## src/hdl/scfp_pkg.sv

```systemverilog
`default_nettype none

package scfp_pkg;

  // configuration address width: two 32-bit registers at byte addresses 0 and 4
  localparam int unsigned PADDR_W = 3;

  // verdict status codes
  localparam logic [2:0] ST_OK         = 3'd0;
  localparam logic [2:0] ST_BAD_MARKER = 3'd1;
  localparam logic [2:0] ST_TRUNCATED  = 3'd2;
  localparam logic [2:0] ST_BAD_SUM    = 3'd3;
  localparam logic [2:0] ST_TOO_LONG   = 3'd4;

  // result kinds
  localparam logic ITEM_DATA    = 1'b0;
  localparam logic ITEM_VERDICT = 1'b1;

  // register indexes
  localparam logic REG_MARKER   = 1'b0;
  localparam logic REG_MAX_DATA = 1'b1;

  typedef struct packed {
    logic [7:0] rx_byte;
    logic       end_of_buffer;
  } in_item_t;

  typedef struct packed {
    logic        item_type;
    logic [7:0]  data_byte;
    logic [7:0]  command_code;
    logic [15:0] data_count;
    logic [2:0]  status;
    logic        last;
  } out_item_t;

  // up to two results caused by one byte, in delivery order
  typedef struct packed {
    logic      first_valid;
    out_item_t first;
    logic      second_valid;
    out_item_t second;
  } parse_res_t;

endpackage

`default_nettype wire

```

## src/hdl/scfp_parser.sv

```systemverilog
`default_nettype none

module scfp_parser (
  input  wire logic               clk,
  input  wire logic               rst,
  input  wire logic               step,
  input  wire scfp_pkg::in_item_t item,
  input  wire logic [7:0]         marker_value,
  input  wire logic [15:0]        max_data_bytes,
  output scfp_pkg::parse_res_t    res
);

  localparam logic [2:0] PH_IDLE   = 3'd0;
  localparam logic [2:0] PH_LEN_HI = 3'd1;
  localparam logic [2:0] PH_LEN_LO = 3'd2;
  localparam logic [2:0] PH_BODY   = 3'd3;
  localparam logic [2:0] PH_CHECK  = 3'd4;
  localparam logic [2:0] PH_DONE   = 3'd5;

  logic [2:0]  phase, phase_next;
  logic [15:0] frame_length, frame_length_next;
  logic [15:0] bytes_seen, bytes_seen_next;
  logic [7:0]  running_sum, running_sum_next;
  logic [7:0]  held_command, held_command_next;
  logic        over_limit, over_limit_next;
  logic        length_known, length_known_next;

  logic        verdict;
  logic [2:0]  verdict_status;
  logic        pass_data;
  logic [7:0]  b;
  logic        eob;
  scfp_pkg::out_item_t data_item, verdict_item;

  // data count of a frame: length minus the command byte
  function automatic logic [15:0] body_data_count(input logic [15:0] len);
    body_data_count = (len != 16'd0) ? len - 16'd1 : 16'd0;
  endfunction

  assign b   = item.rx_byte;
  assign eob = item.end_of_buffer;

  always_comb begin
    phase_next        = phase;
    frame_length_next = frame_length;
    bytes_seen_next   = bytes_seen;
    running_sum_next  = running_sum;
    held_command_next = held_command;
    over_limit_next   = over_limit;
    length_known_next = length_known;
    verdict           = 1'b0;
    verdict_status    = scfp_pkg::ST_OK;
    pass_data         = 1'b0;

    case (phase)
      PH_IDLE: begin
        frame_length_next = '0;
        bytes_seen_next   = '0;
        running_sum_next  = '0;
        held_command_next = '0;
        over_limit_next   = 1'b0;
        length_known_next = 1'b0;
        if (b != marker_value) begin
          verdict        = 1'b1;
          verdict_status = scfp_pkg::ST_BAD_MARKER;
        end else if (eob) begin
          verdict        = 1'b1;
          verdict_status = scfp_pkg::ST_TRUNCATED;
        end else begin
          phase_next = PH_LEN_HI;
        end
      end
      PH_LEN_HI: begin
        frame_length_next = {b, 8'h00};
        running_sum_next  = running_sum + b;
        if (eob) begin
          verdict        = 1'b1;
          verdict_status = scfp_pkg::ST_TRUNCATED;
        end else begin
          phase_next = PH_LEN_LO;
        end
      end
      PH_LEN_LO: begin
        frame_length_next = {frame_length[15:8], b};
        running_sum_next  = running_sum + b;
        length_known_next = 1'b1;
        over_limit_next   = body_data_count({frame_length[15:8], b}) > max_data_bytes;
        bytes_seen_next   = '0;
        if (eob) begin
          verdict        = 1'b1;
          verdict_status = scfp_pkg::ST_TRUNCATED;
        end else begin
          phase_next = ({frame_length[15:8], b} == 16'd0) ? PH_CHECK : PH_BODY;
        end
      end
      PH_BODY: begin
        running_sum_next = running_sum + b;
        if (bytes_seen == 16'd0) begin
          held_command_next = b;
        end else if (!over_limit) begin
          pass_data = 1'b1;
        end
        bytes_seen_next = bytes_seen + 16'd1;
        if (bytes_seen_next >= frame_length) begin
          phase_next = PH_CHECK;
        end
        if (eob) begin
          verdict        = 1'b1;
          verdict_status = scfp_pkg::ST_TRUNCATED;
        end
      end
      PH_CHECK: begin
        if (frame_length == 16'd0) begin
          held_command_next = b;
        end
        verdict = 1'b1;
        if (running_sum + b != 8'd0) begin
          verdict_status = scfp_pkg::ST_BAD_SUM;
        end else if (over_limit) begin
          verdict_status = scfp_pkg::ST_TOO_LONG;
        end else begin
          verdict_status = scfp_pkg::ST_OK;
        end
      end
      PH_DONE: begin
        if (eob) begin
          phase_next = PH_IDLE;
        end
      end
      default: begin
        phase_next = PH_IDLE;
      end
    endcase

    if (verdict) begin
      phase_next = eob ? PH_IDLE : PH_DONE;
    end
  end

  always_comb begin
    data_item              = '0;
    data_item.item_type    = scfp_pkg::ITEM_DATA;
    data_item.data_byte    = b;

    verdict_item              = '0;
    verdict_item.item_type    = scfp_pkg::ITEM_VERDICT;
    verdict_item.command_code = held_command_next;
    verdict_item.data_count   = length_known_next ? body_data_count(frame_length_next) : 16'd0;
    verdict_item.status       = verdict_status;
    verdict_item.last         = 1'b1;

    if (pass_data) begin
      res.first_valid  = 1'b1;
      res.first        = data_item;
      res.second_valid = verdict;
      res.second       = verdict_item;
    end else begin
      res.first_valid  = verdict;
      res.first        = verdict_item;
      res.second_valid = 1'b0;
      res.second       = verdict_item;
    end
  end

  always_ff @(posedge clk) begin
    if (rst) begin
      phase        <= PH_IDLE;
      frame_length <= '0;
      bytes_seen   <= '0;
      running_sum  <= '0;
      held_command <= '0;
      over_limit   <= 1'b0;
      length_known <= 1'b0;
    end else if (step) begin
      phase        <= phase_next;
      frame_length <= frame_length_next;
      bytes_seen   <= bytes_seen_next;
      running_sum  <= running_sum_next;
      held_command <= held_command_next;
      over_limit   <= over_limit_next;
      length_known <= length_known_next;
    end
  end

endmodule

`default_nettype wire

```

## src/hdl/sum_checked_frame_parser_top.sv

```systemverilog
// sum-checked frame parser
// input channel (in_valid/in_ready/in_item): one received byte per transfer with
// its end-of-buffer flag; the stream starts at a candidate frame start
// output channel (out_valid/out_ready/out_item): passed-on data bytes and one
// verdict per frame attempt (status, command, data count, last set)
// configuration: apb-style port, marker_value at 0x0, max_data_bytes at 0x4,
// to be written by the user only while the block is idle (not enforced by
// the block); pready is tied high; a byte is captured in the input register
// at its transfer edge, and its first result then goes to the result register
// throughput: one byte per cycle while results are taken; a byte that yields
// both a data item and a truncated verdict makes the next byte wait in the
// input register while the verdict waits in the pending register
// reset: parser returns to idle awaiting a marker, registers take marker 0 and
// max_data_bytes 0xffff, both channels empty
// receiver stall: the result register holds, one more byte is taken into the
// input register, then in_ready drops until the result is taken
`default_nettype none

module sum_checked_frame_parser_top (
  input  wire logic                          clk,
  input  wire logic                          rst,
  input  wire logic                          in_valid,
  output logic                               in_ready,
  input  wire scfp_pkg::in_item_t            in_item,
  output logic                               out_valid,
  input  wire logic                          out_ready,
  output scfp_pkg::out_item_t                out_item,
  input  wire logic                          psel,
  input  wire logic                          penable,
  input  wire logic                          pwrite,
  input  wire logic [scfp_pkg::PADDR_W-1:0]  paddr,
  input  wire logic [31:0]                   pwdata,
  output logic [31:0]                        prdata,
  output logic                               pready
);

  // configuration registers
  logic [7:0]  marker_value;
  logic [15:0] max_data_bytes;
  logic        cfg_write;
  logic        cfg_index;

  // input register
  logic                in_full;
  scfp_pkg::in_item_t  in_reg;

  // pending second result of a byte
  logic                pend_valid;
  scfp_pkg::out_item_t pend_item;

  logic                 load_out;
  logic                 fire;
  scfp_pkg::parse_res_t res;

  assign pready    = 1'b1;
  assign cfg_index = paddr[2];
  assign cfg_write = psel && penable && pwrite && pready;

  always_ff @(posedge clk) begin
    if (rst) begin
      marker_value   <= 8'h00;
      max_data_bytes <= 16'hFFFF;
    end else if (cfg_write) begin
      case (cfg_index)
        scfp_pkg::REG_MARKER:   marker_value   <= pwdata[7:0];
        scfp_pkg::REG_MAX_DATA: max_data_bytes <= pwdata[15:0];
        default: ;
      endcase
    end
  end

  always_comb begin
    case (cfg_index)
      scfp_pkg::REG_MARKER:   prdata = {24'h000000, marker_value};
      scfp_pkg::REG_MAX_DATA: prdata = {16'h0000, max_data_bytes};
      default:                prdata = '0;
    endcase
  end

  // result register may load when empty or being taken this cycle;
  // a pending verdict goes out before the next byte is worked on
  assign load_out = !out_valid || out_ready;
  assign fire     = in_full && !pend_valid && load_out;
  assign in_ready = !in_full || fire;

  always_ff @(posedge clk) begin
    if (rst) begin
      in_full <= 1'b0;
    end else if (in_valid && in_ready) begin
      in_full <= 1'b1;
    end else if (fire) begin
      in_full <= 1'b0;
    end
  end

  always_ff @(posedge clk) begin
    if (in_valid && in_ready) begin
      in_reg <= in_item;
    end
  end

  scfp_parser u_parser (
    .clk            (clk),
    .rst            (rst),
    .step           (fire),
    .item           (in_reg),
    .marker_value   (marker_value),
    .max_data_bytes (max_data_bytes),
    .res            (res)
  );

  // output control
  always_ff @(posedge clk) begin
    if (rst) begin
      out_valid  <= 1'b0;
      pend_valid <= 1'b0;
    end else if (load_out) begin
      if (pend_valid) begin
        out_valid  <= 1'b1;
        pend_valid <= 1'b0;
      end else if (fire) begin
        out_valid  <= res.first_valid;
        pend_valid <= res.second_valid;
      end else begin
        out_valid <= 1'b0;
      end
    end
  end

  // output payload
  always_ff @(posedge clk) begin
    if (load_out) begin
      if (pend_valid) begin
        out_item <= pend_item;
      end else if (fire) begin
        out_item  <= res.first;
        pend_item <= res.second;
      end
    end
  end

endmodule

`default_nettype wire

```

## config.mk

```make
export PLATFORM = sky130hd
export DESIGN_NAME = sum_checked_frame_parser_top
export DESIGN_NICKNAME = d
export VERILOG_FILES = /design/src/hdl/scfp_pkg.sv /design/src/hdl/scfp_parser.sv /design/src/hdl/sum_checked_frame_parser_top.sv
export SDC_FILE = /design/constraint.sdc
export NUM_CORES = 1
export LEC_CHECK = 0
export ABC_AREA = 1
export BUFFER_PORTS_ARGS = -buffer_cell sky130_fd_sc_hd__clkbuf_2
export CAP_MARGIN = 20
export CORE_MARGIN = 5
export CORE_UTILIZATION = 50
export DETAILED_ROUTE_END_ITERATION = 6
export GPL_TIMING_DRIVEN = 0
export PLACE_DENSITY_LB_ADDON = 0.25
export RECOVER_POWER = 100
export SYNTH_ARGS = -nofsm -noshare
export SYNTH_HDL_FRONTEND = slang
export SYNTH_HIERARCHICAL = 1
export SYNTH_SLANG_ARGS = --single-unit
```

## constraint.sdc

```tcl
create_clock -name clk -period 3.42 [get_ports clk]
set_input_delay 0.513 -clock clk [delete_from_list [all_inputs] [get_ports clk]]
set_output_delay 0.513 -clock clk [all_outputs]
set_load 0.01 [all_outputs]
```

==> flow_summary.ini, run 1 <==
[global_route]
grt_pass1_wl_um = 40800
global_route.usage.total = 0.230
antenna_found_initial = 0
grt_overflow_total = 0
vias_in_the_first_global_route = 8185
grt_max_degree = 24

[sta]
worst-slew-pin-transition_ns = 1.83
finalWorstPathRequiredPeriod_ns = 3.17
finalSetupViolations = 0
timing.final.max_slew_violations = 19
portion_of_the_clock_cycle_consumed_by_the_worst_path_in_the_final_layout = 0.927
final_hold_viol_count = 0
fmax_achieved_mhz = 315
fin_worst_skew_ns = 0.0121
relSlewSlack = -0.223
final.setup.tns_ns = 0

[final_layout]
finalInstanceArea_um2 = 11500
layout-drive-gt1-share = 0.138
largest_regs = out_item (37), pend_item (37)
antenna_cells_inserted = 0
seq_area_um2 = 4090
synthToLayoutAreaGrowth_pct = 15.6
final.fill_count = 1795
multi_input_area_um2 = 4780
final_net_count = 1559
post_layout_nonfiller_instances = 1741

[worst_setup_path]
cp.buffers_inverters = 3
worstPathCellList = inv_2, nand2_1, inv_1, nand2_1, nor2_1, nand4_1, nor4_1, nor3_1, ha_1, nand2_1, nor4_1, inv_1, o21ai_0, nand3_1, a21oi_1
worstPathArrival_ns = 3.53
worst_path_largest_cell_delay_ns = 0.63
crit_family = simple AND/OR/NAND/NOR gates
critPathSlowestCell = edfxtp_1
worstPathRequired_ns = 3.78
cp-end-kind = flip-flop
worstPathMaxFanout = 7
path_class = flip-flop to flip-flop
cpMostUsedCell = nand2_1
worstSetupStartpointType = flip-flop

[clock_network]
clock_tree.buffer_depth = 2
ctsRootBufferMaster = clkbuf_16
htreeDepth = 4
clock_insertion_delay_at_the_later_pin_of_the_skew_report_ns = 0.43
clock_transition_at_the_register_clock_pins_on_the_worst_setup_and_hold_paths_after_cts_ns = 0.06
clock_sink_count = 163
ctsHoldBuffers = 0
cts_made_buffers = 17
tritoncts_clock_tree = built

[drt]
drtAntennaViolNets = 0
routed_wirelength_um = 25500
drc_errors = 0
initialDrtViolationCount = 581
dr_total_vias = 8697
routed_via_density = 5.00
wl_per_cell_um = 14.7
drt_pass1_iterations = 6

[floorplanning]
design.core.area_um2 = 19500
die_height_um = 151
fp.dieW_um = 151
initial_core_util = 0.509
rows = 51
floorplan.die_area_um2 = 22700
io_pins = 123

[synthesis]
post_synth_instance_area_um2 = 9910
dominantRegCellSynth = edfxtp_1
count_of_distinct_cell_types_in_the_synthesized_netlist = 47
synth_warnings = 6
postSynthRegisterBits = 163
synth-edff-count = 83
avgSynthCellArea_um2 = 7.52
synth_seq_area_share = 0.413
postSynth.asyncResetShare = 0
synth_cells = 1317

[placement]
place.gp.congestion = 0.989
post-dp-hpwl_um = 19500
dp.cells = 1693
portBuffers = 86
placed_area_um2 = 10800

[run_status]
outcome = finished with violations
violated_checks = capacitance limit, slew limit

[pwr]
total_power_divided_by_cell_area_nw_per_um2 = 442
peakVddDrop_uv = 389
p_leak_uw = 0.00571

[flow_run]
drv.max_cap_violation_count = 1

[worst_hold_path]
timing.hold.worst.class = input port to flip-flop
## final cells by class
class | count | area share
multi-input cells | 931 | 0.418
flip-flops and latches | 163 | 0.358
inverters | 178 | 0.0594
repair buffers | 104 | 0.0455
clock buffers | 22 | 0.0397
plain buffers | 68 | 0.0381
well taps | 265 | 0.0290
clock inverters | 10 | 0.0130
## stage by stage
stage	util	setup slack, ns	hold WS, ns	total power (uW)
floorplan	-	0.463	0.449	2870
global placement	0.553	-0.269	0.457	3080
detailed placement	0.556	0.0447	0.464	3110
CTS	0.587	0.0290	0.251	5070
global route	0.588	-0.0124	0.242	5300
finish	0.588	0.249	0.255	5060
## cell usage in the layout, fill, tap and decap left out, drive strengths merged
master / netlist / layout
o21ai: 44 / 44
xor2: 19 / 19
edfxtp: 83 / 83
ha: 44 / 44
xnor2: 7 / 7
nor2: 142 / 142
nand2: 412 / 412
conb: 4 / 27
nand3b: 3 / 3
fa: 1 / 1
nor3: 20 / 20
clkbuf: 16 / 130
nand3: 79 / 79
a211oi: 1 / 1
a21o: 1 / 1
a22oi: 8 / 8
buf: 52 / 64
dfxtp: 80 / 80
nor4: 7 / 7
nand4: 12 / 12
inv: 177 / 179
a31oi: 1 / 1
a21oi: 82 / 82
and2: 2 / 2
nor3b: 1 / 1
o22ai: 13 / 13
clkinvlp: 0 / 6
bufinv: 0 / 3
o211ai: 3 / 3
or2: 2 / 2
## cell usage after synthesis, types with 3 or more instances
cell	number	area, um2
xnor2_1	7	61.3
nand2_2	13	81.3
inv_2	3	11.3
nand2_1	393	1480
buf_6	5	56.3
dfxtp_1	80	1600
edfxtp_1	83	2490
buf_4	30	225
a22oi_2	3	37.5
nor2_8	3	60.1
nor3_1	11	55.1
ha_1	44	551
a22oi_1	4	30.0
nor4_1	7	43.8
nand3_1	66	330
nor2_2	4	25.0
o211ai_1	3	22.5
nand2_4	6	67.6
xor2_1	19	166
nand3_2	13	130
buf_2	15	75.1
conb_1	4	15.0
o22ai_1	12	75.1
clkbuf_1	15	56.3
nor2_4	3	33.8
o21ai_0	43	215
nand4_1	12	75.1
nor2_1	132	495
nand3b_1	3	22.5
a21oi_1	81	405
inv_1	172	646
nor3_2	9	90.1
## timing repair
action                     in CTS  in global routing
gates resized for setup         0                 11
setup buffers                   0                 15
hold endpoints to repair        0                  0
setup endpoints to repair       0                  4
## power breakdown
| group | leakage, uW | internal [uW] | switching, uW |
|---|---|---|---|
| registers | 0.00145 | 2160 | 52.8 |
| logic | 0.00398 | 296 | 572 |
| clock network | 0.000280 | 1180 | 800 |
| total | 0.00571 | 3640 | 1420 |
## cell families after synthesis
kind of cell	synth area share
AO/OA/AOI/OAI	0.0870
AND/OR/NAND/NOR	0.305
XOR/XNOR	0.0230
other	0.00151
adder cells (fa/ha/maj)	0.0576
buffers and inverters	0.113
flip-flops	0.413
## metal layers
metal  up-vias  wire length, um  GRT usage
met2       302            11800      0.374
met3        45             1640     0.0491
li1       4475                -          -
met5         -                0          0
met1      3875            11400      0.300
met4         0              699     0.0879
## final timing paths
path	startpoint	endpoint	slack (ns)	depth (start not counted)
worst min-delay path	in_item[6]	in_reg[6]$_DFFE_PP_	0.25	1
worst min register to register	u_parser/running_sum[4]$_SDFFE_PP0P_	u_parser/running_sum[4]$_SDFFE_PP0P_	0.47	2
worst max register to register	in_reg[7]$_DFFE_PP_	u_parser/over_limit$_SDFFE_PP0P_	0.25	15
worst max-delay path	in_reg[7]$_DFFE_PP_	u_parser/over_limit$_SDFFE_PP0P_	0.25	15
Note: power is estimated with default switching activity, not from simulation.
==> inputs of run 2 (changes only) <==
--- a/config.mk
+++ b/config.mk
@@ -8,6 +8,7 @@
 export ABC_AREA = 1
 export BUFFER_PORTS_ARGS = -buffer_cell sky130_fd_sc_hd__clkbuf_2
 export CAP_MARGIN = 20
+export CORE_ASPECT_RATIO = 1.25
 export CORE_MARGIN = 5
 export CORE_UTILIZATION = 50
 export DETAILED_ROUTE_END_ITERATION = 6
==> run 2 against run 1 <==
  * The run still ends with capacitance limit, slew limit left
  * Sequential power about the same
  * Power down 1.5%
  * Count of clock-buffer cells in the layout down 5
  * Critical endpoint is now out_item[1]$_DFFE_PP_
  * Register-to-register slack worse by 0.06 ns
  * Flip-flop and latch count unchanged
  * First-iteration DRC count down 3.8%
  * Global-route usage down 0.25 points
  * Combinational power down 4.3%
  * Largest power group unchanged
  * Critical path type unchanged
  * Utilization down 0.92 points
  * Final area down 1.5%
==> flow_summary.ini, run 2 (synthesized netlist as in run 1, its figures left out) <==
[worst_setup_path]
path_class = flip-flop to flip-flop
worstSetupStartpointType = flip-flop
cpMostUsedCell = nand2_1
critPathSlowestCell = edfxtp_1
worstPathRequired_ns = 3.61
cp-end-kind = flip-flop
worst_path_largest_cell_delay_ns = 0.56
worstPathMaxFanout = 5
worstPathCellList = clkinvlp_4, buf_4, clkbuf_2, fa_1, nand3b_1, nand2_1, nand3_1, nand3_1, nand2_1, nor2_1, nand3_1, nand2_1, o21ai_0, nand2_1, nand2_1
worstPathArrival_ns = 3.42

[final_layout]
antenna_cells_inserted = 0
layout-drive-gt1-share = 0.118
multi_input_area_um2 = 4710
layout.cells.most_common_list = 393 x nand2_1, 170 x inv_1, 132 x nor2_1, 83 x edfxtp_1, 82 x a21oi_1
largest_regs = out_item (37), pend_item (37)
layout_commonest_cell = nand2_1
final.fill_count = 1896
seq_area_um2 = 4090
final_net_count = 1552
synthToLayoutAreaGrowth_pct = 13.8

[sta]
worst-slew-pin-transition_ns = 1.51
finalWorstSetupSlack_ns = 0.190
portion_of_the_clock_cycle_consumed_by_the_worst_path_in_the_final_layout = 0.944
finalWorstPathRequiredPeriod_ns = 3.23
fin_worst_skew_ns = 0.0138
final.setup.tns_ns = 0
timing.final.max_slew_violations = 19
finalSetupViolations = 0
grt_setup_unrepaired = true
final_hold_viol_count = 0
relSlewSlack = -0.00373
fmax_achieved_mhz = 310

[pwr]
total_power_divided_by_cell_area_nw_per_um2 = 442
p_leak_uw = 0.00561
peakVddDrop_uv = 320
post-layout-total-power_uw = 4980

[global_route]
grt_overflow_total = 0
grt_max_degree = 21
vias_in_the_first_global_route = 8153
antenna_found_initial = 0
global_route.usage.total = 0.227
grt_pass1_wl_um = 41000

[floorplanning]
floorplan.die_area_um2 = 22700
die_height_um = 167
rows = 57
io_pins = 123
fp.dieW_um = 136
design.core.area_um2 = 19500
initial_core_util = 0.509

[worst_hold_path]
timing.hold.worst.class = input port to flip-flop

[placement]
place_ws_ns = -0.0396
portBuffers = 86
post-dp-hpwl_um = 19400
place.gp.congestion = 0.982

[clock_network]
clock_tree.buffer_depth = 2
clock_sink_count = 163
cts_made_buffers = 17
tritoncts_clock_tree = built
clock_insertion_delay_at_the_later_pin_of_the_skew_report_ns = 0.43
ctsHoldBuffers = 0
htreeDepth = 4
clock_transition_at_the_register_clock_pins_on_the_worst_setup_and_hold_paths_after_cts_ns = 0.07
ctsRootBufferMaster = clkbuf_16

[drt]
drt_pass1_iterations = 5
initialDrtViolationCount = 559
top_layer_used = met4
routedLengthMet1_um = 10800
routed_via_density = 5.04
route.met2.wl_um = 12600
wl_per_cell_um = 14.8
drtAntennaViolNets = 0
dr_total_vias = 8742
drc_errors = 0
met3_length_um = 1520
routed_wirelength_um = 25600

[flow_run]
drv.max_cap_violation_count = 1

[run_status]
violated_checks = capacitance limit, slew limit
outcome = finished with violations
-- run 2: critical path: cells and delay by family, from the launching register on --
| family | cells | cell delay (ns) |
|---|---|---|
| compound gates | 1 | 0.13 |
| fa+ha+maj | 1 | 0.50 |
| buf+inv | 3 | 0.67 |
| flops | 1 | 0.56 |
| simple gates | 10 | 1.13 |
-- run 2: power by group --
part           leakage [uW]  switching, uW  internal, uW  total (uW)
combinational       0.00387            559           272         831
clock              0.000295            891          1050        1940
sequential          0.00145           52.5          2160        2210
-- run 2: timing repair --
| action | in CTS | in global routing |
|---|---|---|
| resized for setup | 1 | 11 |
| buffers inserted | 4 | 5 |
| pin swaps | 0 | 1 |
| setup endpoints to repair | 1 | 6 |
-- run 2: stage by stage --
step / util / instances / hold WS, ns / cell area (um2)
after floorplan: - / 1340 / 0.449 / 9990
after CTS: 0.589 / 1729 / 0.236 / 11500
after global routing: 0.579 / 1734 / 0.239 / 11300
final: 0.579 / 1734 / 0.252 / 11300
after global placement: 0.552 / 1691 / 0.460 / 10800
after detailed placement: 0.556 / 1693 / 0.463 / 10800
-- run 2: cell type report --
class	count	share of cell area
multi-input combinational	931	0.418
sequential	163	0.363
inverter	178	0.0606
timing repair buffer	97	0.0395
clock buffer	17	0.0377
buffer	68	0.0363
tap	265	0.0294
clock inverter	15	0.0160
-- run 2: path summary, 6_finish.rpt --
| kind | from | endpoint | slack [ns] | cells past startpoint |
|---|---|---|---|---|
| worst max-delay path | in_reg[2]$_DFFE_PP_ | out_item[1]$_DFFE_PP_ | 0.19 | 15 |
| worst min-delay path | in_item[2] | in_reg[2]$_DFFE_PP_ | 0.25 | 1 |
| worst max register to register | in_reg[2]$_DFFE_PP_ | out_item[1]$_DFFE_PP_ | 0.19 | 15 |
| worst min register to register | u_parser/running_sum[3]$_SDFFE_PP0P_ | u_parser/running_sum[3]$_SDFFE_PP0P_ | 0.47 | 2 |
-- run 2: layer usage --
metal  vias up  global-route usage
met3        55              0.0372
met4         0              0.0767
met5         -                   0
li1       4453                   -
met2       278               0.402
met1      3956               0.279
==> inputs of run 3 (changes only) <==
--- a/config.mk
+++ b/config.mk
@@ -10,7 +10,7 @@
 export CAP_MARGIN = 20
 export CORE_ASPECT_RATIO = 1.25
 export CORE_MARGIN = 5
-export CORE_UTILIZATION = 50
+export CORE_UTILIZATION = 59
 export DETAILED_ROUTE_END_ITERATION = 6
 export GPL_TIMING_DRIVEN = 0
 export PLACE_DENSITY_LB_ADDON = 0.25
==> run 3 against run 2 <==
  * The flow finishes with violations (DRC, capacitance limit, slew limit)
  * Die area fell by 14%
  * Clock power fell by 2%
  * Clock skew fell by 0.0026 ns
  * Combinational power rose by 1%
==> flow_summary.ini, run 3 (synthesized netlist as in run 1, its figures left out) <==
[drt]
drc_errors = 4
dr_total_vias = 8942
wl_per_cell_um = 14.8
initialDrtViolationCount = 690
drtAntennaViolNets = 0
drt_pass1_iterations = 7
routed_via_density = 5.27
routed_wirelength_um = 25100

[pwr]
p_leak_uw = 0.00560
power_switching_share = 0.285
peakVddDrop_uv = 292
p_switching_uw = 1410
clock_power_share = 0.383
pwr-share-seq = 0.447
total_power_divided_by_cell_area_nw_per_um2 = 441
share_comb_of_total_power = 0.170
power_report.internal_total_uw = 3540

[run_status]
violated_checks = DRC, capacitance limit, slew limit
outcome = finished with violations

[placement]
portBuffers = 86
post-dp-hpwl_um = 18800
place.gp.congestion = 0.983
place_ws_ns = 0.0671

[worst_setup_path]
worstSetupStartpointType = flip-flop
worstPathArrival_ns = 3.64
worstPathRequired_ns = 3.78
worst-r2r-cell-count = 15
crit-reg2reg-capture = u_parser/over_limit$_SDFFE_PP0P_
worst_setup_path_startpoint = in_reg[7]$_DFFE_PP_
path_class = flip-flop to flip-flop
r2r_start = in_reg[7]$_DFFE_PP_
crit_end = u_parser/over_limit$_SDFFE_PP0P_
cp-end-kind = flip-flop
ff2ff_setup_slack_ns = 0.14
worstPathMaxFanout = 7

[global_route]
grt_max_degree = 38
vias_in_the_first_global_route = 8494
grt_pass1_wl_um = 40900
grt_overflow_total = 0
global_route.usage.total = 0.259
antenna_found_initial = 0

[clock_network]
htreeDepth = 4
tritoncts_clock_tree = built
cts_made_buffers = 17
clock_insertion_delay_at_the_later_pin_of_the_skew_report_ns = 0.43
clock_tree.buffer_depth = 2
clock_sink_count = 163
ctsRootBufferMaster = clkbuf_16
clock_transition_at_the_register_clock_pins_on_the_worst_setup_and_hold_paths_after_cts_ns = 0.06

[final_layout]
layout.cells.most_common_list = 394 x nand2_1, 170 x inv_1, 134 x nor2_1, 86 x clkbuf_1, 83 x edfxtp_1
antenna_cells_inserted = 0
layout-drive-gt1-share = 0.114
multi_input_area_um2 = 4690
postLayoutCoreUtil = 0.676
final.fill_count = 1490
final_net_count = 1559
synthToLayoutAreaGrowth_pct = 13.5
seq_area_um2 = 4090
layout_commonest_cell = nand2_1
largest_regs = out_item (37), pend_item (37)

[sta]
final_hold_viol_count = 0
relSlewSlack = -0.269
finalWorstPathRequiredPeriod_ns = 3.28
worst-slew-pin-transition_ns = 1.90
timing.final.max_slew_violations = 57
fin_worst_skew_ns = 0.0113
portion_of_the_clock_cycle_consumed_by_the_worst_path_in_the_final_layout = 0.959
finalWorstSetupSlack_ns = 0.139
grt_setup_unrepaired = false
finalSetupViolations = 0
finalHoldWorstSlack_ns = 0.255
fmax_achieved_mhz = 305

[floorplanning]
floorplan.die_area_um2 = 19500
rows = 53
design.core.area_um2 = 16600
die_height_um = 155
io_pins = 123
fp.dieW_um = 126
initial_core_util = 0.595

[worst_hold_path]
timing.hold.worst.class = input port to flip-flop

[flow_run]
drv.max_cap_violation_count = 2
## run 3: changes by cell type in the layout (fill, tap and decap cells not counted), moves of 2 or more
cell	change
buf_4	+6
clkbuf_1	+6
inv_8	-4
clkinv_8	-3
clkinvlp_4	+3
nor2_2	-3
clkbuf_2	-2
nor2_1	+2
nor3_1	+2
nor3_2	-2
## run 3: how the worst min path moves through the flow
stage	cells after the start	end	slack [ns]	startpoint
2_1_floorplan	2	u_parser/running_sum[0]$_SDFFE_PP0P_	0.45	u_parser/running_sum[0]$_SDFFE_PP0P_
3_3_place_gp	2	u_parser/running_sum[0]$_SDFFE_PP0P_	0.46	u_parser/running_sum[0]$_SDFFE_PP0P_
3_5_place_dp	2	u_parser/running_sum[3]$_SDFFE_PP0P_	0.46	u_parser/running_sum[3]$_SDFFE_PP0P_
4_1_cts	1	in_reg[8]$_DFFE_PP_	0.25	in_item[8]
5_1_grt	1	in_reg[8]$_DFFE_PP_	0.25	in_item[8]
6_report	1	in_reg[8]$_DFFE_PP_	0.25	in_item[8]
## run 3: per-layer routing
| metal | track usage | vias to the layer above | share of wire |
|---|---|---|---|
| met5 | 0 | - | 0 |
| li1 | - | 4457 | - |
| met4 | 0.135 | 0 | 0.044 |
| met3 | 0.0470 | 82 | 0.068 |
| met2 | 0.452 | 378 | 0.49 |
| met1 | 0.302 | 4025 | 0.40 |
## run 3: stage by stage
stage                     power, uW  cells  cell area (um2)  setup TNS, ns
after floorplan                2870   1340             9990              0
final                          4950   1696            11200              0
after global placement         3070   1646            10700          -7.47
after global routing           5160   1696            11200              0
after CTS                      4990   1680            11300              0
after detailed placement       3100   1648            10800              0
## run 3: cell type report
| cell class | instances | share of cell area |
|---|---|---|
| Sequential cell | 163 | 0.364 |
| Clock buffer | 21 | 0.0401 |
| Clock inverter | 11 | 0.0112 |
| Multi-Input combinational cell | 931 | 0.417 |
| Tap cell | 220 | 0.0245 |
| Timing Repair Buffer | 104 | 0.0451 |
| Buffer | 68 | 0.0373 |
| Inverter | 178 | 0.0611 |
## run 3: repair_timing
item | CTS | global route
gates resized for setup | 0 | 5
hold buffers | 0 | 0
setup endpoints to repair | 0 | 1
setup buffers | 0 | 15
## run 3: power by group through the flow
stage	clock network, uW	logic [uW]	registers (uW)
global placement	0	815	2260
CTS	1910	855	2220
global route	1990	941	2220
finish	1900	842	2210
detailed placement	0	845	2260
floorplan	0	615	2250
## run 3: worst max-delay path, stage by stage (launching register included)
cell	delay, ns
edfxtp_1	0.60
inv_1	0.36
nand2_1	0.13
inv_1	0.09
nand2_1	0.06
nor2_1	0.23
nand4_1	0.15
nor4_1	0.22
nor3_1	0.08
ha_1	0.29
nand2_1	0.08
nor4_1	0.29
inv_1	0.11
o21ai_0	0.22
nand3_1	0.15
a21oi_1	0.14
